`config.mk`:
```
export PLATFORM = sky130hd
export DESIGN_NAME = cmde_front
export DESIGN_NICKNAME = d
export VERILOG_FILES = /design/src/hw/rtl/assert_macros.svh /design/src/hw/rtl/cmde_pkg.sv /design/src/hw/rtl/cmde_front.sv
export SDC_FILE = /design/constraint.sdc
export NUM_CORES = 1
export LEC_CHECK = 0
export BUFFER_PORTS_ARGS = -buffer_cell sky130_fd_sc_hd__buf_2
export CORE_MARGIN = 2
export CORE_UTILIZATION = 34
export DETAILED_ROUTE_END_ITERATION = 12
export GPL_ROUTABILITY_DRIVEN = 1
export PLACE_DENSITY = 0.72
export REMOVE_ABC_BUFFERS = 1
export SYNTH_ARGS = -nofsm -noshare
export SYNTH_HDL_FRONTEND = slang
export SYNTH_SLANG_ARGS = --single-unit
```
`constraint.sdc`:
```
create_clock -name clk_i -period 3.6 [get_ports clk_i]
set_clock_uncertainty 0.05 [all_clocks]
set_input_delay 0.72 -clock clk_i [delete_from_list [all_inputs] [get_ports clk_i]]
set_output_delay 0.72 -clock clk_i [all_outputs]
set_load 0.02 [all_outputs]
```
`src/hw/rtl/assert_macros.svh`:
```
// Assertion helpers, included by cross_morphology_dilate_erode.sv.
`ifndef ASSERT_MACROS_SVH
`define ASSERT_MACROS_SVH

// Check a property on every rising clock edge outside reset.
`define ASSERT_CLK(lbl, prop, msg) \
  lbl: assert property (@(posedge clk_i) disable iff (!rst_ni) (prop)) else $error(msg);

// Check that a condition never holds on a rising clock edge outside reset.
`define ASSERT_NEVER(lbl, cond, msg) \
  lbl: assert property (@(posedge clk_i) disable iff (!rst_ni) !(cond)) else $error(msg);

`endif

```
`src/hw/rtl/cmde_pkg.sv`:
```
package cmde_pkg;

  // Pixel layout
  localparam int unsigned CH_W   = 8;
  localparam int unsigned NUM_CH = 4;
  localparam int unsigned PIX_W  = CH_W * NUM_CH;

  // Size defaults
  localparam int unsigned DEF_MAX_WIDTH  = 2048;
  localparam int unsigned DEF_MAX_HEIGHT = 2048;
  localparam int unsigned MAX_CHANNELS   = 4;

  // Op queue between front and back
  localparam int unsigned Q_DEPTH = 2;

  // Item kinds
  localparam logic KIND_PIXEL = 1'b0;
  localparam logic KIND_FLUSH = 1'b1;

  // Configuration register indexes
  localparam int unsigned CFG_IDX_W  = 2;
  localparam int unsigned CFG_DATA_W = 12;
  localparam logic [CFG_IDX_W-1:0] CFG_IMAGE_WIDTH   = 2'd0;
  localparam logic [CFG_IDX_W-1:0] CFG_IMAGE_HEIGHT  = 2'd1;
  localparam logic [CFG_IDX_W-1:0] CFG_ERODE_MODE    = 2'd2;
  localparam logic [CFG_IDX_W-1:0] CFG_CHANNEL_COUNT = 2'd3;

  // Configuration reset values
  localparam logic [11:0] RST_IMAGE_WIDTH   = 12'd2048;
  localparam logic [11:0] RST_IMAGE_HEIGHT  = 12'd2048;
  localparam logic        RST_ERODE_MODE    = 1'b0;
  localparam logic [2:0]  RST_CHANNEL_COUNT = 3'd4;

  // Control flags of one queued op
  typedef struct packed {
    logic wr;         // write the pixel into the line store
    logic emit;       // produce a result
    logic use_pix;    // incoming pixel takes part (lower neighbor)
    logic use_up;     // upper row takes part
    logic use_left;   // left neighbor takes part
    logic use_right;  // right neighbor takes part
    logic frame_end;  // final result of the frame
  } op_ctl_t;

endpackage

```
`src/hw/rtl/cmde_front.sv`:
```
module cmde_front
  import cmde_pkg::*;
#(
  parameter int unsigned MAX_WIDTH  = DEF_MAX_WIDTH,
  parameter int unsigned MAX_HEIGHT = DEF_MAX_HEIGHT,
  localparam int unsigned AW = (MAX_WIDTH > 1) ? $clog2(MAX_WIDTH) : 1,
  localparam int unsigned RW = (MAX_HEIGHT > 1) ? $clog2(MAX_HEIGHT) : 1
) (
  input  logic             clk_i,
  input  logic             rst_ni,
  input  logic             restart_i,
  input  logic             accept_i,
  input  logic             kind_i,
  input  logic [PIX_W-1:0] pix_i,
  input  logic [AW-1:0]    w_last_i,
  input  logic [RW-1:0]    h_last_i,
  output logic             push_o,
  output op_ctl_t          ctl_o,
  output logic [AW-1:0]    addr_o,
  output logic [AW-1:0]    addr_r_o,
  output logic [PIX_W-1:0] pix_o
);

  logic [AW-1:0] col_q, col_d;
  logic [RW-1:0] row_q, row_d;
  logic          full_q, full_d;
  logic          last_col, last_row;

  assign last_col = (col_q == w_last_i);
  assign last_row = (row_q == h_last_i);
  assign addr_o   = col_q;
  assign addr_r_o = last_col ? col_q : col_q + AW'(1);
  assign pix_o    = pix_i;

  // Classify the item: pixel, drain tick, or drop; a restart clears the position
  always_comb begin
    push_o = 1'b0;
    ctl_o  = '0;
    col_d  = col_q;
    row_d  = row_q;
    full_d = full_q;
    if (accept_i) begin
      if (kind_i == KIND_PIXEL && !full_q) begin
        push_o          = 1'b1;
        ctl_o.wr        = 1'b1;
        ctl_o.emit      = (row_q != '0);
        ctl_o.use_pix   = 1'b1;
        ctl_o.use_up    = (row_q > RW'(1));
        ctl_o.use_left  = (col_q != '0);
        ctl_o.use_right = !last_col;
        if (last_col) begin
          col_d = '0;
          if (last_row) begin
            full_d = 1'b1;
          end else begin
            row_d = row_q + RW'(1);
          end
        end else begin
          col_d = col_q + AW'(1);
        end
      end else if (kind_i == KIND_FLUSH && full_q) begin
        push_o          = 1'b1;
        ctl_o.emit      = 1'b1;
        ctl_o.use_up    = (h_last_i != '0);
        ctl_o.use_left  = (col_q != '0);
        ctl_o.use_right = !last_col;
        ctl_o.frame_end = last_col;
        if (last_col) begin
          col_d  = '0;
          row_d  = '0;
          full_d = 1'b0;
        end else begin
          col_d = col_q + AW'(1);
        end
      end
    end
    if (restart_i) begin
      col_d  = '0;
      row_d  = '0;
      full_d = 1'b0;
    end
  end

  // Advance frame position
  always_ff @(posedge clk_i or negedge rst_ni) begin
    if (!rst_ni) begin
      col_q  <= '0;
      row_q  <= '0;
      full_q <= 1'b0;
    end else begin
      col_q  <= col_d;
      row_q  <= row_d;
      full_q <= full_d;
    end
  end

endmodule

```
== Word level (Yosys, flattened, before mapping) ==
Cells that the tools add are included.
Storage, ports and cells
  bits in read-only memories: 0
  input bits: 59
  memories: 0
  bits in latches: 0
  memory bits (writable): 0
  output and inout port bits: 62
  flip-flop bits (word level): 23
  logic and storage cells: 54
Cells by class
  bitwise operators: 1
  div/mod/pow operators: 0
  shift operators: 0
  muxes and demuxes: 29
  $mul: 0
  reduce and logical (&&, ||, !) cells: 12
  $lt $le $gt $ge: 1
  $add $sub $neg: 2
  equal/unequal tests: 6
Operators by type and width (count)
  11-bit two-way mux: 13
  11-bit nonzero test: 3
  11-bit by 1-bit adder with 11-bit output (second input constant): 2
  11-bit == test: 2
  1-bit two-way mux: 13
  3-bit inequality test (second input constant): 4
  11-bit by 1-bit > comparator with 1-bit output (second input constant): 1
  5-bit AND reduction: 2
  7-bit two-way mux: 1
  4-bit two-way mux: 1
  3-bit two-way mux: 1
  3-bit nonzero test: 1
  1-bit logical AND: 2
  1-bit logical NOT: 2
  2-bit AND reduction: 1
  2-bit nonzero test: 1
  1-bit NOT: 1

== Depth between registers and ports, before layout ==
  depth in word-level cells: 6
  gate-level depth with buffers: 9
  gate-level depth less buffers: 7

== Least setup slack after synthesis ==
Ideal clock, no wire load.
  path kind: input to output
  start point: in w_last_i[7]
  end point: out addr_r_o[8]
  stages on the path: 7
  path slack: 0.863 ns
  arrival time: 1.967 ns
  path through: xnor2_1 -> nand3_1 -> nor3_2 -> buf_2 -> buf_4 -> nor2_1 -> xnor2_1
On the way
  longest elaborated chain between the ends: 2
Ends and longest elaborated chain
  start: declaration: line cmde_front.sv:15  | input logic [AW-1:0] w_last_i,
  11-bit == test: line cmde_front.sv:29  | assign last_col = (col_q == w_last_i);
  11-bit two-way mux: line cmde_front.sv:32  | assign addr_r_o = last_col ? col_q : col_q + AW'(1);
  end: declaration: line cmde_front.sv:20  | output logic [AW-1:0] addr_r_o,
No other way between the ends.

==> impl_metrics.ini <==
[outcome]
status = finished, final reports clean

[grt]
antenna_found_initial = 0
gr-total-overflow = 0
grt_max_degree = 24
grt_pass1_wl_um = 11200
grt_pass1_vias = 2028
grt_usage = 0.191

[final_layout]
finish.utilization = 0.369
final_cell_mix = 56 x buf_2, 23 x dfrtp_1, 21 x inv_1
instances_no_fill = 369
fin_nets = 360
drive_gt1_frac = 0.233
diodes = 0
area_growth_pct = 4.61
final_common_cell = buf_2

[yosys]
yosys.area_share.simple = 0.252
synth-adder-area-share = 0.0444
synth-async-reset-ratio = 1.00
netlist_instances = 278
synth_ff_type = dfrtp_1
synth-edff-count = 0
synth-xor-area-share = 0.120
synth_area_mm2 = 0.00225
syn_avg_cell_area_um2 = 8.11
yosysWarnings = 0
muxShareOfSynthArea = 0.00888
synth-seq-cells = 23
netlist-cell-type-count = 45
synth-compound-area-share = 0.136
seq_area_frac_synth = 0.255
synth_top_family_by_area = simple AND/OR/NAND/NOR gates

[sta]
period_minus_slack_ps = 2960
slew_headroom = 0.635
tightest_slew_ps = 547
setup_viol = 0
fin_crit_sh = 0.822
finalMaxSlewViolations = 0
grt_setup_unrepaired = no
hold_violations = 0
max_freq_ghz = 0.338
setup_tns_ps = 0

[power_and_ir_drop]
p_per_area_mw_per_mm2 = 222
vdd_drop_max_mv = 0.146
leakagePower_nw = 1.06
power.total_uw = 522

[floorplan]
start_util = 0.353
die_x_um = 85.4
die_h_um = 85.4
ioPinCount = 121
rows = 29
coreArea_mm2 = 0.00639
die_area_mm2 = 0.00729

[cts]
hold_buffers = 0
insertion_delay_ps = 270
cts_buffers = 3
path_clk_slew_ps = 90
cts_resized = 0
cts_max_path_buffers = 2
cts_sinks = 23
cts_tree = yes
htree_num_levels = 1
cts_root_buffer = clkbuf_8
cts_setup_buffers = 0

[detailed_routing]
ant_nets = 0
routed_wl_um = 6820
drc_errors = 0
routedWlPerCell_um = 18.5
firstDrtPassIters = 5
drt_iter0_drc = 117
via_per_inst = 5.68
vias = 2095

[worst_setup_path]
worst-path-stages = 7
critPathLaunch = addr_o[2]
worstSetupPathType = reg2out
endpoint_kind = primary output
crit_chain = xnor2_1 > nand4_1 > nor3_2 > inv_1 > nand2_1 > inv_1 > buf_2
crit_top_cell = inv_1
crit_buf_inv = 3
reg2reg_depth = 7
r2r_start = full_q
slowest_stage = dfrtp_1
cp.required_ps = 2830
crit_arrival_ps = 2190
slowest_delay_ps = 530
crit_fanout = 16
start_kind = flip-flop
crit_family = buffers and inverters

[placement]
place_congestion = 0.827
io_buffer_count = 56
placed_cells = 365
hpwl_um = 5130

[hold_path]
hp-class = in2async

[flow_run]
maxCapViolCount = 0
==> per-stage QoR <==
stage / area [um^2] / hold WS [ps] / worst slack [ps]
5_1_grt: 2360 / 420 / 451
4_1_cts: 2360 / 382 / 625
3_5_place_dp: 2310 / 527 / 638
2_1_floorplan: 1920 / 374 / 216
3_3_place_gp: 2310 / 526 / 725
6_report: 2360 / 373 / 639
==> logic make-up (layout without fill, tap and decap cells) <==
kind of cell               after synthesis  in the layout
and+or+nand+nor                        101            101
buffers and inverters                   69             83
AOI/OAI and AO/OA                       44             44
xor gates and xnor gates                31             31
DFF                                     23             23
adders and majority gates                8              8
muxes                                    2              2
==> flip-flops by register name (all words and copies together) (netlist names) <==
name,cells
row_q,11
addr_o,11
full_q,1
==> area by class of cell <==
| type | instances | area (um^2) |
|---|---|---|
| repair buffers | 58 | 295 |
| fillers | 665 | 4030 |
| clock buffers | 3 | 41.3 |
| clock inverters | 1 | 5.00 |
| well taps | 77 | 96.3 |
| inverters | 21 | 78.8 |
| multi-input cells | 186 | 1260 |
| flip-flops and latches | 23 | 576 |
==> worst reg2reg max path, cell delays in order, from the launching register on <==
cell	delay, ps
dfrtp_1	430
inv_1	70
ha_1	350
nor2b_1	430
inv_1	130
a31oi_2	400
nand3_2	200
o221ai_1	230
==> per-layer routing <==
layer	wire, um	track usage	part of all wire
met5	0	0.0629	0
met4	19	0.0159	0.0028
met3	938	0.0973	0.14
met2	2770	0.281	0.41
met1	3080	0.257	0.45
==> where the power goes <==
group | leakage [nW] | internal, mW | total, mW | switching, mW
registers | 0.321 | 0.259 | 0.262 | 0.00266
logic | 0.710 | 0.0333 | 0.0895 | 0.0562
clock network | 0.0255 | 0.0776 | 0.171 | 0.0935
==> cells in the mapped netlist, drive strengths merged (2+ instances only) <==
cell     count  area (um^2)
a31oi        5         37.5
o211ai       4         30.0
a41oi        2         17.5
nand4        8         50.1
a21oi       10         50.1
nand2       19         71.3
mux2i        2         20.0
dfrtp       23          576
nor4         9         77.6
nor2        13         48.8
xnor2       18          158
ha           8          100
inv         21         78.8
and2         2         12.5
and3         7         43.8
o221ai       4         35.0
nor3         6         35.0
o2111ai      2         17.5
o32ai        4         35.0
buf         43          315
nand3       16         85.1
xor2        13          114
nor2b        4         25.0
nor3b        2         15.0
a32o         2         20.0
or3          9         56.3
o21ai        7         35.0
or2          2         12.5
o22ai        2         12.5
clkbuf       5         18.8
==> final timing paths <==
kind                              end  slack, ps
max                          ctl_o[1]        640
min                         addr_o[4]        370
max reg2reg                  row_q[8]       1230
min reg2reg                    full_q        550
max in group asynchronous  addr_o[10]       2760
min in group clk_i             full_q        550
No activity file was read; power rests on OpenSTA's default activity.
