==> src/hw/rtl/assert_macros.svh <==
// Assertion helpers, included by cross_morphology_dilate_erode.sv.
`ifndef ASSERT_MACROS_SVH
`define ASSERT_MACROS_SVH

// Check a property on every rising clock edge outside reset.
`define ASSERT_CLK(lbl, prop, msg) \
  lbl: assert property (@(posedge clk_i) disable iff (!rst_ni) (prop)) else $error(msg);

// Check that a condition never holds on a rising clock edge outside reset.
`define ASSERT_NEVER(lbl, cond, msg) \
  lbl: assert property (@(posedge clk_i) disable iff (!rst_ni) !(cond)) else $error(msg);

`endif

==> src/hw/rtl/cmde_pkg.sv <==
package cmde_pkg;

  // Pixel layout
  localparam int unsigned CH_W   = 8;
  localparam int unsigned NUM_CH = 4;
  localparam int unsigned PIX_W  = CH_W * NUM_CH;

  // Size defaults
  localparam int unsigned DEF_MAX_WIDTH  = 2048;
  localparam int unsigned DEF_MAX_HEIGHT = 2048;
  localparam int unsigned MAX_CHANNELS   = 4;

  // Op queue between front and back
  localparam int unsigned Q_DEPTH = 2;

  // Item kinds
  localparam logic KIND_PIXEL = 1'b0;
  localparam logic KIND_FLUSH = 1'b1;

  // Configuration register indexes
  localparam int unsigned CFG_IDX_W  = 2;
  localparam int unsigned CFG_DATA_W = 12;
  localparam logic [CFG_IDX_W-1:0] CFG_IMAGE_WIDTH   = 2'd0;
  localparam logic [CFG_IDX_W-1:0] CFG_IMAGE_HEIGHT  = 2'd1;
  localparam logic [CFG_IDX_W-1:0] CFG_ERODE_MODE    = 2'd2;
  localparam logic [CFG_IDX_W-1:0] CFG_CHANNEL_COUNT = 2'd3;

  // Configuration reset values
  localparam logic [11:0] RST_IMAGE_WIDTH   = 12'd2048;
  localparam logic [11:0] RST_IMAGE_HEIGHT  = 12'd2048;
  localparam logic        RST_ERODE_MODE    = 1'b0;
  localparam logic [2:0]  RST_CHANNEL_COUNT = 3'd4;

  // Control flags of one queued op
  typedef struct packed {
    logic wr;         // write the pixel into the line store
    logic emit;       // produce a result
    logic use_pix;    // incoming pixel takes part (lower neighbor)
    logic use_up;     // upper row takes part
    logic use_left;   // left neighbor takes part
    logic use_right;  // right neighbor takes part
    logic frame_end;  // final result of the frame
  } op_ctl_t;

endpackage

==> src/hw/rtl/cmde_fifo.sv <==
module cmde_fifo
  import cmde_pkg::*;
#(
  parameter int unsigned DW = 8
) (
  input  logic          clk_i,
  input  logic          rst_ni,
  input  logic          push_i,
  input  logic [DW-1:0] data_i,
  output logic          full_o,
  input  logic          pop_i,
  output logic          valid_o,
  output logic [DW-1:0] data_o
);

  localparam int unsigned PW = (Q_DEPTH > 1) ? $clog2(Q_DEPTH) : 1;
  localparam int unsigned CW = $clog2(Q_DEPTH + 1);

  logic [DW-1:0] buf_q [Q_DEPTH];
  logic [PW-1:0] wr_ptr_q, rd_ptr_q;
  logic [CW-1:0] cnt_q;
  logic          do_push, do_pop;

  assign full_o  = (cnt_q == CW'(Q_DEPTH));
  assign valid_o = (cnt_q != '0);
  assign data_o  = buf_q[rd_ptr_q];
  assign do_push = push_i && !full_o;
  assign do_pop  = pop_i && valid_o;

  // Hold queued ops
  always_ff @(posedge clk_i) begin
    if (do_push) begin
      buf_q[wr_ptr_q] <= data_i;
    end
  end

  // Advance pointers and fill level
  always_ff @(posedge clk_i or negedge rst_ni) begin
    if (!rst_ni) begin
      wr_ptr_q <= '0;
      rd_ptr_q <= '0;
      cnt_q    <= '0;
    end else begin
      if (do_push) begin
        wr_ptr_q <= (wr_ptr_q == PW'(Q_DEPTH - 1)) ? '0 : wr_ptr_q + PW'(1);
      end
      if (do_pop) begin
        rd_ptr_q <= (rd_ptr_q == PW'(Q_DEPTH - 1)) ? '0 : rd_ptr_q + PW'(1);
      end
      if (do_push && !do_pop) begin
        cnt_q <= cnt_q + CW'(1);
      end else if (do_pop && !do_push) begin
        cnt_q <= cnt_q - CW'(1);
      end
    end
  end

endmodule

==> config.mk <==
export PLATFORM = sky130hd
export DESIGN_NAME = cmde_fifo
export DESIGN_NICKNAME = d
export VERILOG_FILES = /design/src/hw/rtl/assert_macros.svh /design/src/hw/rtl/cmde_pkg.sv /design/src/hw/rtl/cmde_fifo.sv
export SDC_FILE = /design/constraint.sdc
export NUM_CORES = 1
export LEC_CHECK = 0
export CAP_MARGIN = 15
export CORE_MARGIN = 2
export CORE_UTILIZATION = 45
export CTS_CLUSTER_SIZE = 12
export DETAILED_ROUTE_END_ITERATION = 16
export DONT_BUFFER_PORTS = 1
export GPL_TIMING_DRIVEN = 0
export PLACE_DENSITY = 0.69
export SYNTH_ARGS = -nofsm -noshare
export SYNTH_HDL_FRONTEND = slang
export SYNTH_SLANG_ARGS = --single-unit
==> constraint.sdc <==
create_clock -name clk_i -period 1.8 [get_ports clk_i]
set_input_delay 0.27 -clock clk_i [delete_from_list [all_inputs] [get_ports clk_i]]
set_output_delay 0.27 -clock clk_i [all_outputs]
set_load 0.005 [all_outputs]
== Word level (Yosys, flattened, before mapping) ==
Memories as Yosys holds them, arrays and structs flattened.
Index checks and enable logic that the tools add are counted.
Cells by class
  bitwise logic cells: 0
  reduce and logical (&&, ||, !) cells: 9
  magnitude comparators: 0
  multiply operators: 0
  eq/ne operators: 1
  divide/modulo/power cells: 0
  muxes and demuxes: 6
  add/sub/neg operators: 4
  shift-type cells: 0
Operators by type and width (number)
  1-bit logical AND: 4
  1-bit two-way mux: 4
  2-bit two-way mux: 2
  2-bit nonzero test: 2
  1-bit logical NOT: 3
  1-bit adder (second input constant): 2
  2-bit by 1-bit adder with 2-bit output (second input constant): 1
  2-bit equality test (second input constant): 1
  2-bit by 1-bit subtractor with 2-bit output (second input constant): 1
Word-level totals
  register bits after elaboration: 4
  memories kept: 1
  RAM bits: 16
  input bits: 12
  bits in latches: 0
  output and inout port bits: 10
  ROM bits: 0
Memories
  buf_q: words 2, width 8, rd ports 1, clocked after Yosys merged registers in 0, write ports 1, line cmde_fifo.sv:19  | logic [DW-1:0] buf_q [Q_DEPTH];

== Logic depth before layout (Yosys ltp) ==
Gate-level depths: netlist of the first run.
  depth in word-level cells: 7
  gate-level depth with buffers: 7
  mapped depth without buffers: 7

== Worst setup path after synthesis of the first run ==
Ideal clock, no wire load.
  kind: reg2reg
  start point: register cnt_q[0]
  end point: memory buf_q[0][0], enable pin
  path buffers: 0
  arrival time: 986 ps
  setup time: 370 ps
  cell stages (with the launch flop): 4
  slack: 444 ps
  clock period less this slack: 1356 ps
  path through: dfrtp_1 > nand2b_1 > nand2_2 > nor2_1
Between the ends
  cells in the longest elaborated chain, start to end: 5
RTL lines
  start, declared: line cmde_fifo.sv:21  | logic [CW-1:0] cnt_q;
  start signal, assigned: line cmde_fifo.sv:51  | cnt_q <= cnt_q + CW'(1);
  start signal, assigned: line cmde_fifo.sv:53  | cnt_q <= cnt_q - CW'(1);
  2-bit equality test: line cmde_fifo.sv:24  | assign full_o = (cnt_q == CW'(Q_DEPTH));
  1-bit logical NOT: line cmde_fifo.sv:27  | assign do_push = push_i && !full_o;
  1-bit logical AND: line cmde_fifo.sv:27
  1-bit two-way mux: line cmde_fifo.sv:32  | if (do_push) begin
  1-bit two-way mux (not written as such): line cmde_fifo.sv:33  | buf_q[wr_ptr_q] <= data_i;
  end, declared: line cmde_fifo.sv:19
Every way passes these cells.

== Worst setup path after layout of the first run ==
  start point: register cnt_q[0]
  end point: memory buf_q[0][6], enable pin
Same word-level chain as after synthesis.

==> impl_metrics.ini, run 1 <==
[timing]
drv_slew = 0
finalCritPeriodShare_pct = 90.1
tns_ns = 0
hold_viol = 0
relSlewSlack_pct = 52.3
hold_ws_ns = 0.0491
rsz0062_at_grt = false
tightest_slew_ns = 0.713
max_freq_ghz = 0.617
finClkSkew_ns = 0.00645
setup_violations = 0
fin_ws_ns = 0.179
period_needed_ns = 1.62

[floorplanning]
num_rows = 15
die_area_sq_um = 2100
io_pins = 22
die_h_um = 45.8
core_sq_um = 1690
die_x_um = 45.8
start_util_pct = 46.5

[grt]
globalRouteOverflowTotal = 0
grt_use_total_pct = 13.1
grt_pass1_wl_um = 1800
antenna_found_initial = 0
grt_pass1_vias = 413
grt_max_degree = 13

[routing]
drt_iter0_markers = 1
route.detailed.drc = 0
drt_wl_total_um = 1170
vias = 359
firstDrtPassIters = 2
post_drt_wl_per_cell_um = 17.8
drtAntennaViolNets = 0
vias_per_cell = 5.44

[clock_tree]
cts_buffers = 3
clk-insertion-delay-late_ns = 0.31
cts.sinks = 20
h-tree-depth = 1
clock-root-buffer = clkbuf_4
post-cts-setup-buffers = 0
cts_buffer_depth = 2
clk_pin_slew_worst_paths_ns = 0.12
cts_tree = done

[final_layout]
n_fill_cell = 149
nNetsFinal = 63
drive_above_1_share_pct = 16.3
finish.instance_area_sq_um = 870
synthToLayoutAreaGrowth_pct = 10.7
antenna_cells = 0

[place]
post-place-ws_ns = 0.185
hpwlAfterDp_um = 868
portBuffers = 0
place_congestion = 0.653
place_area_sq_um = 807

[critical_path]
crit_path_end_kind = flip-flop
r2r_cells = 3
worstPathMaxFanout = 8
arrival_ns = 1.57
path_cells = nand2b_1 > nand2_2 > nor2_1
start_kind = flip-flop
critical_path.max_stage_delay_ns = 0.55
worstSetupPathType = flip-flop to flip-flop
cp_slowest_cell = nor2_1
worstPathRequired_ns = 1.75

[power]
power_leakage_nw = 0.327
p_per_area_nw_per_um2 = 1680
irDropWorstVdd_uv = 880

[logic_synthesis]
synth.top_cell.area_share_pct = 61.1
synth_seq_cells = 20
synth_area_sq_um = 786
yosys-top-cells-area = edfxtp_1 (61%), dfrtp_1 (13%), mux2_1 (11%), xnor2_1 (3.3%), xor2_1 (2.2%)
synthTopCellsByCount = edfxtp_1 (16), mux2_1 (8), dfrtp_1 (4)
seq_area_frac_synth_pct = 73.9
syn-num-nets = 57
synth_ff_type = edfxtp_1
yosysTopAreaCell = edfxtp_1
ys_types = 14
synthArstFlopShare_pct = 20.0
yosys_warnings = 0
synth_most_common_cell = edfxtp_1
avgSynthCellArea_sq_um = 17.9
synth-edff-count = 16
netlist_instances = 44

[worst_hold_path]
hp-class = primary input to flip-flop
hold_depth = 0

[run]
drv_cap = 0

[run_status]
status = completed
[stage by stage]
stage,total power [mW],utilization [%],cells
4_1_cts,1.49,51.5,66
6_report,1.47,51.5,66
3_3_place_gp,1.08,47.8,61
3_5_place_dp,1.12,47.8,61
2_1_floorplan,1.03,-,44
5_1_grt,1.55,51.5,66
[cell type report]
type / count / area [sq um] / area share (%)
Sequential cell: 20 / 581 / 66.8
Tap cell: 17 / 21.3 / 2.45
Multi-Input combinational cell: 21 / 193 / 22.2
Timing Repair Buffer: 1 / 10.0 / 1.15
Inverter: 2 / 7.51 / 0.863
Buffer: 1 / 5.00 / 0.576
Clock inverter: 1 / 30.0 / 3.45
Clock buffer: 3 / 22.5 / 2.59
[logic make-up after synthesis]
family	after synthesis	share of synthesized area (%)
buffers and inverters	3	1.59
DFF	20	73.9
adders and majority gates	1	1.59
muxes	8	11.5
and+or+nand+nor	7	5.89
xor gates and xnor gates	5	5.57
[placed cells by master (no fill, tap or decap)]
cell,n
clkbuf_4,3
nand2b_1,1
ha_1,1
or2_4,1
nor2_1,2
dlygate4sd3_1,1
and3_1,1
dfrtp_1,4
inv_1,2
bufinv_16,1
edfxtp_1,16
mux2_1,8
nand2_2,1
nand2_4,1
xor2_1,2
xnor2_1,3
buf_2,1
[routing by layer]
| layer | routed length, um | up-vias | global-route usage [%] | part of all wire, % |
|---|---|---|---|---|
| li1 | - | 167 | - | - |
| met1 | 442 | 177 | 13.0 | 38 |
| met2 | 627 | 13 | 22.8 | 53 |
| met3 | 85 | 2 | 4.76 | 7.2 |
| met4 | 17 | 0 | 8.57 | 1.4 |
| met5 | 0 | - | 0 | 0 |
[path summary, 6_finish.rpt]
kind	start	end	slack [ns]
min in group asynchronous	rst_ni	cnt_q[0]	0.22
worst max register to register	cnt_q[0]	buf_q[0][6]	0.18
worst max-delay path	cnt_q[0]	buf_q[0][6]	0.18
worst min-delay path	data_i[6]	buf_q[1][6]	0.05
max in group asynchronous	rst_ni	wr_ptr_q	1.41
worst min register to register	wr_ptr_q	wr_ptr_q	0.52
[worst max-delay path, delay by kind of cell (launching register included)]
kind,cells,cell delay (ns)
flops,1,0.44
simple gates,3,0.82
[power by group]
group	switching [mW]	internal [mW]	total (mW)	leakage (nW)
clock network	0.141	0.225	0.367	0.0279
registers	0.0545	0.647	0.701	0.195
logic	0.224	0.174	0.397	0.104
total	0.420	1.05	1.47	0.327
[state kept, by name (all words and copies together), names as in the netlist]
| signal | flops |
|---|---|
| buf_q | 16 |
| cnt_q | 2 |
| rd_ptr_q | 1 |
| wr_ptr_q | 1 |
[repair_timing]
item,in CTS,in global routing
gates resized for setup,0,0
hold buffers,1,0
hold endpoints to repair,4,0
Note: power is estimated with default switching activity, not from simulation.
==> inputs of run 2 (changes only) <==
--- a/config.mk
+++ b/config.mk
@@ -8,10 +8,10 @@
 export CAP_MARGIN = 15
 export CORE_MARGIN = 2
-export CORE_UTILIZATION = 45
+export CORE_UTILIZATION = 58
 export CTS_CLUSTER_SIZE = 12
 export DETAILED_ROUTE_END_ITERATION = 16
 export DONT_BUFFER_PORTS = 1
 export GPL_TIMING_DRIVEN = 0
-export PLACE_DENSITY = 0.69
+export PLACE_DENSITY = 0.83
 export SYNTH_ARGS = -nofsm -noshare
 export SYNTH_HDL_FRONTEND = slang
==> constraint.sdc (replaced) <==
create_clock -name clk_i -period 1.8 [get_ports clk_i]
set_input_delay 0.27 -clock clk_i [delete_from_list [all_inputs] [get_ports clk_i]]
set_output_delay 0.27 -clock clk_i [all_outputs]
set_load 0.01 [all_outputs]
==> run 2 against run 1 <==
Flip-flop and latch count stayed put. Via count is 3.1% lower. Critical path depth stayed put. Critical path type unchanged. Highest routed layer unchanged. Largest power group unchanged. Global-route usage is 3.2 points higher. Design area is 3.3% lower. Total power is 7.9% lower. Worst hold slack better by 0.0070 ns.
==> impl_metrics.ini, run 2 (synthesis gave the netlist of run 1 again) <==
[floorplanning]
die_x_um = 40.8
io_pins = 22
start_util_pct = 61.1
core_sq_um = 1280
num_rows = 13
die_area_sq_um = 1670
die_h_um = 40.8

[power]
irDropWorstVdd_uv = 967
p_sw_mw = 0.441
power_leakage_nw = 0.314
netSwitchingFraction_pct = 32.7
total_power_mw = 1.35
p_seq_share_pct = 52.3
p_comb_share_pct = 32.0
clkPwrFrac_pct = 15.7
p_int_mw = 0.908
p_per_area_nw_per_um2 = 1610

[timing]
period_needed_ns = 1.58
tightest_slew_ns = 0.664
relSlewSlack_pct = 55.6
max_freq_ghz = 0.631
drv_slew = 0
finalCritPeriodShare_pct = 88.0
tns_ns = 0
setup_violations = 0
rsz0062_at_grt = false
finClkSkew_ns = 0.0188
hold_viol = 0

[run]
drv_cap = 0

[routing]
met2WireLength_um = 620
vias = 348
drt_iter0_markers = 3
drtAntennaViolNets = 0
met3_length_um = 47
vias_per_cell = 5.44
post_drt_wl_per_cell_um = 17.3
route.detailed.drc = 0
wl_met1_um = 424
top_layer_used = met4
drt_wl_total_um = 1110
firstDrtPassIters = 4

[worst_hold_path]
hp-class = primary input to flip-flop

[clock_tree]
cts_tree = done
h-tree-depth = 1
post-cts-setup-buffers = 0
cts_buffers = 3
clk_pin_slew_worst_paths_ns = 0.11
clock-root-buffer = clkbuf_4
cts.sinks = 20
cts_buffer_depth = 2
ctsResizeCount = 0
clk-insertion-delay-late_ns = 0.30

[grt]
globalRouteOverflowTotal = 0
grt_max_degree = 12
grt_pass1_wl_um = 1610
antenna_found_initial = 0
grt_use_total_pct = 16.4
grt_pass1_vias = 353

[critical_path]
start_kind = flip-flop
worstPathMaxFanout = 8
path_cells = nand2b_1 > nand2_2 > nor2_1
r2r_slack_ns = 0.22
worstSetupPathType = flip-flop to flip-flop
critical_path.max_stage_delay_ns = 0.52
crit_path_end_kind = flip-flop
worstPathRequired_ns = 1.72
arrival_ns = 1.51
cp_slowest_cell = nor2_1

[place]
hpwlAfterDp_um = 841
portBuffers = 0
dp_cells = 59
place_congestion = 0.651

[final_layout]
layout_common_cells = edfxtp_1 (16), mux2_1 (8), dfrtp_1 (4)
n_fill_cell = 90
top_register = buf_q
top_regs = buf_q (16), cnt_q (2)
mostFrequentLayoutCell = edfxtp_1
antenna_cells = 0
synthToLayoutAreaGrowth_pct = 7.01
nNetsFinal = 63
fin_util_pct = 65.4
final_cells = 64
largest_register_ffs = 16
drive_above_1_share_pct = 14.3

[run_status]
status = completed
-- run 2: layer usage --
| metal | up-vias | track usage [%] |
|---|---|---|
| met5 | - | 0 |
| met4 | 0 | 7.50 |
| met2 | 11 | 28.9 |
| li1 | 167 | - |
| met1 | 166 | 17.3 |
| met3 | 4 | 5.43 |
-- run 2: timing repair --
item                                   in CTS  in global routing
setup endpoints to repair                   0                  0
endpoints found under the hold margin       4                  0
hold buffers                                1                  0
-- run 2: power groups by stage --
stage                     logic, mW  registers [mW]  clock network, mW
after floorplan               0.372           0.696                  0
after global placement        0.412           0.702                  0
after detailed placement      0.438           0.718                  0
after CTS                     0.445           0.708              0.209
after global routing          0.479           0.720              0.234
final                         0.432           0.706              0.212
-- run 2: final timing paths --
kind                            from           to  cells after the start
setup / recovery            cnt_q[0]  buf_q[0][4]                      3
hold / removal             data_i[3]  buf_q[1][3]                      0
setup reg to reg            cnt_q[0]  buf_q[0][4]                      3
hold reg to reg             wr_ptr_q     wr_ptr_q                      1
max in group asynchronous     rst_ni     cnt_q[0]                      1
min in group asynchronous     rst_ni     wr_ptr_q                      1
-- run 2: final cells by class --
class / instances / area [sq um] / share of cell area [%]
Multi-Input combinational cell: 21 / 193 / 22.9
Inverter: 2 / 7.51 / 0.893
Clock buffer: 4 / 26.3 / 3.13
Sequential cell: 20 / 581 / 69.0
Timing Repair Buffer: 1 / 10.0 / 1.19
Buffer: 1 / 5.00 / 0.595
Tap cell: 15 / 18.8 / 2.23
-- run 2: worst max-delay path, delay by kind of cell, from the launching register on --
family	cells	cell delay (ns)
and+or+nand+nor	3	0.79
DFF	1	0.43
-- run 2: through the flow --
step / instance area (sq um) / worst slack, ns / hold slack (ns)
floorplan: 786 / 0.444 / -0.0256
global placement: 805 / 0.314 / -0.0255
detailed placement: 805 / 0.206 / -0.0255
CTS: 841 / 0.175 / 0.0620
global route: 841 / 0.0832 / 0.0408
finish: 841 / 0.216 / 0.0561
==> inputs of run 3 (changes only) <==
CORE_UTILIZATION = 45   (was 58)
CTS_BUF_LIST = sky130_fd_sc_hd__clkbuf_8 sky130_fd_sc_hd__clkbuf_16   (was unset)
PLACE_DENSITY = 0.69   (was 0.83)
==> run 3 against run 2 <==
Register-to-register slack worse by 0.03 ns. Critical path type unchanged. Worst hold slack better by 0.045 ns. Sequential share of layout area down 3.7 points. Highest routed layer unchanged.
==> impl_metrics.ini, run 3 (synthesis gave the netlist of run 1 again) <==
[floorplanning]
start_util_pct = 46.5
num_rows = 15
die_x_um = 45.8
core_sq_um = 1690
die_area_sq_um = 2100
die_h_um = 45.8
io_pins = 22

[final_layout]
multi_input_area_sq_um = 193
mostFrequentLayoutCell = edfxtp_1
antenna_cells = 0
nNetsFinal = 63
top_register = buf_q
synthToLayoutAreaGrowth_pct = 13.1
n_fill_cell = 144
ff_latch_area_sq_um = 581
finish.instance_area_sq_um = 888
largest_register_ffs = 16
drive_above_1_share_pct = 16.3
top_regs = buf_q (16), cnt_q (2)
layout_common_cells = edfxtp_1 (16), mux2_1 (8), dfrtp_1 (4)

[grt]
grt_pass1_vias = 406
grt_max_degree = 13
grt_use_total_pct = 13.1
grt_pass1_wl_um = 1800
antenna_found_initial = 0
globalRouteOverflowTotal = 0

[routing]
drt_iter0_markers = 3
drt_wl_total_um = 1180
post_drt_wl_per_cell_um = 17.8
vias = 349
drtAntennaViolNets = 0
vias_per_cell = 5.29
route.detailed.drc = 0
firstDrtPassIters = 3

[timing]
tightest_slew_ns = 0.711
rsz0062_at_grt = false
drv_slew = 0
setup_violations = 0
finClkSkew_ns = 0.00538
max_freq_ghz = 0.620
period_needed_ns = 1.61
relSlewSlack_pct = 52.4
hold_viol = 0
finalCritPeriodShare_pct = 89.7
tns_ns = 0

[run_status]
status = completed

[clock_tree]
ctsResizeCount = 0
clock-root-buffer = clkbuf_8
cts_buffer_depth = 2
h-tree-depth = 1
cts.sinks = 20
cts_hold_buf = 1
clk-insertion-delay-late_ns = 0.26
clk_pin_slew_worst_paths_ns = 0.08
cts_tree = done
post-cts-setup-buffers = 0
cts_buffers = 3

[worst_hold_path]
hp-start = data_i[6]
hp-class = primary input to flip-flop

[critical_path]
r2r_cells = 3
r2r-start = cnt_q[0]
arrival_ns = 1.51
r2r_slack_ns = 0.19
worstSetupPathType = flip-flop to flip-flop
r2r_end = buf_q[0][2]
crit_path_end_kind = flip-flop
worstPathRequired_ns = 1.69
worstPathMaxFanout = 8
crit_path_start = cnt_q[0]
start_kind = flip-flop
crit_end = buf_q[0][2]

[power]
p_per_area_nw_per_um2 = 1790
irDropWorstVdd_uv = 930
power_leakage_nw = 0.335
total_power_mw = 1.59

[place]
place_congestion = 0.653
portBuffers = 0
hpwlAfterDp_um = 868
place_area_sq_um = 807

[run]
drv_cap = 0
-- run 3: cell count changes in the layout (fill, tap and decap cells not counted) --
cell / before / now
bufinv_16: 0 / 1
clkbuf_1: 1 / 0
clkbuf_4: 3 / 0
clkbuf_8: 0 / 3
-- run 3: metal layers --
layer	part of all wire (%)	track usage (%)
met1	37	13.0
met2	54	22.8
met3	7.2	4.76
met4	1.6	8.57
met5	0	0
-- run 3: cell type report --
cell class              instances  share of cell area (%)
inverters                       2                   0.845
well taps                      17                    2.39
multi-input cells              21                    21.7
clock buffers                   3                    4.65
clock inverters                 1                    3.38
plain buffers                   1                   0.563
repair buffers                  1                    1.13
flip-flops and latches         20                    65.4
-- run 3: worst min-delay path by stage --
stage	to	slack (ns)	cells past startpoint
final	buf_q[1][6]	0.10	0
after global routing	buf_q[1][6]	0.09	0
after CTS	buf_q[1][6]	0.09	0
after detailed placement	wr_ptr_q	-0.03	0
after global placement	rd_ptr_q	-0.03	0
after floorplan	cnt_q[0]	-0.03	0
-- run 3: stage by stage --
stage | worst slack (ns) | utilization, % | hold slack [ns] | cells
finish | 0.186 | 52.6 | 0.101 | 66
global route | 0.0953 | 52.6 | 0.0885 | 66
CTS | 0.151 | 52.6 | 0.0943 | 66
detailed placement | 0.185 | 47.8 | -0.0255 | 61
global placement | 0.290 | 47.8 | -0.0255 | 61
floorplan | 0.444 | - | -0.0256 | 44
-- run 3: report_power, final --
part / internal (mW) / leakage, nW / switching, mW
Clock: 0.297 / 0.0357 / 0.147
Sequential: 0.648 / 0.195 / 0.0551
Combinational: 0.175 / 0.104 / 0.264
-- run 3: worst max-delay path, cell delays in order (launching register included) --
cell      delay, ns
dfrtp_1        0.42
nand2b_1       0.18
nand2_2        0.09
nor2_1         0.55
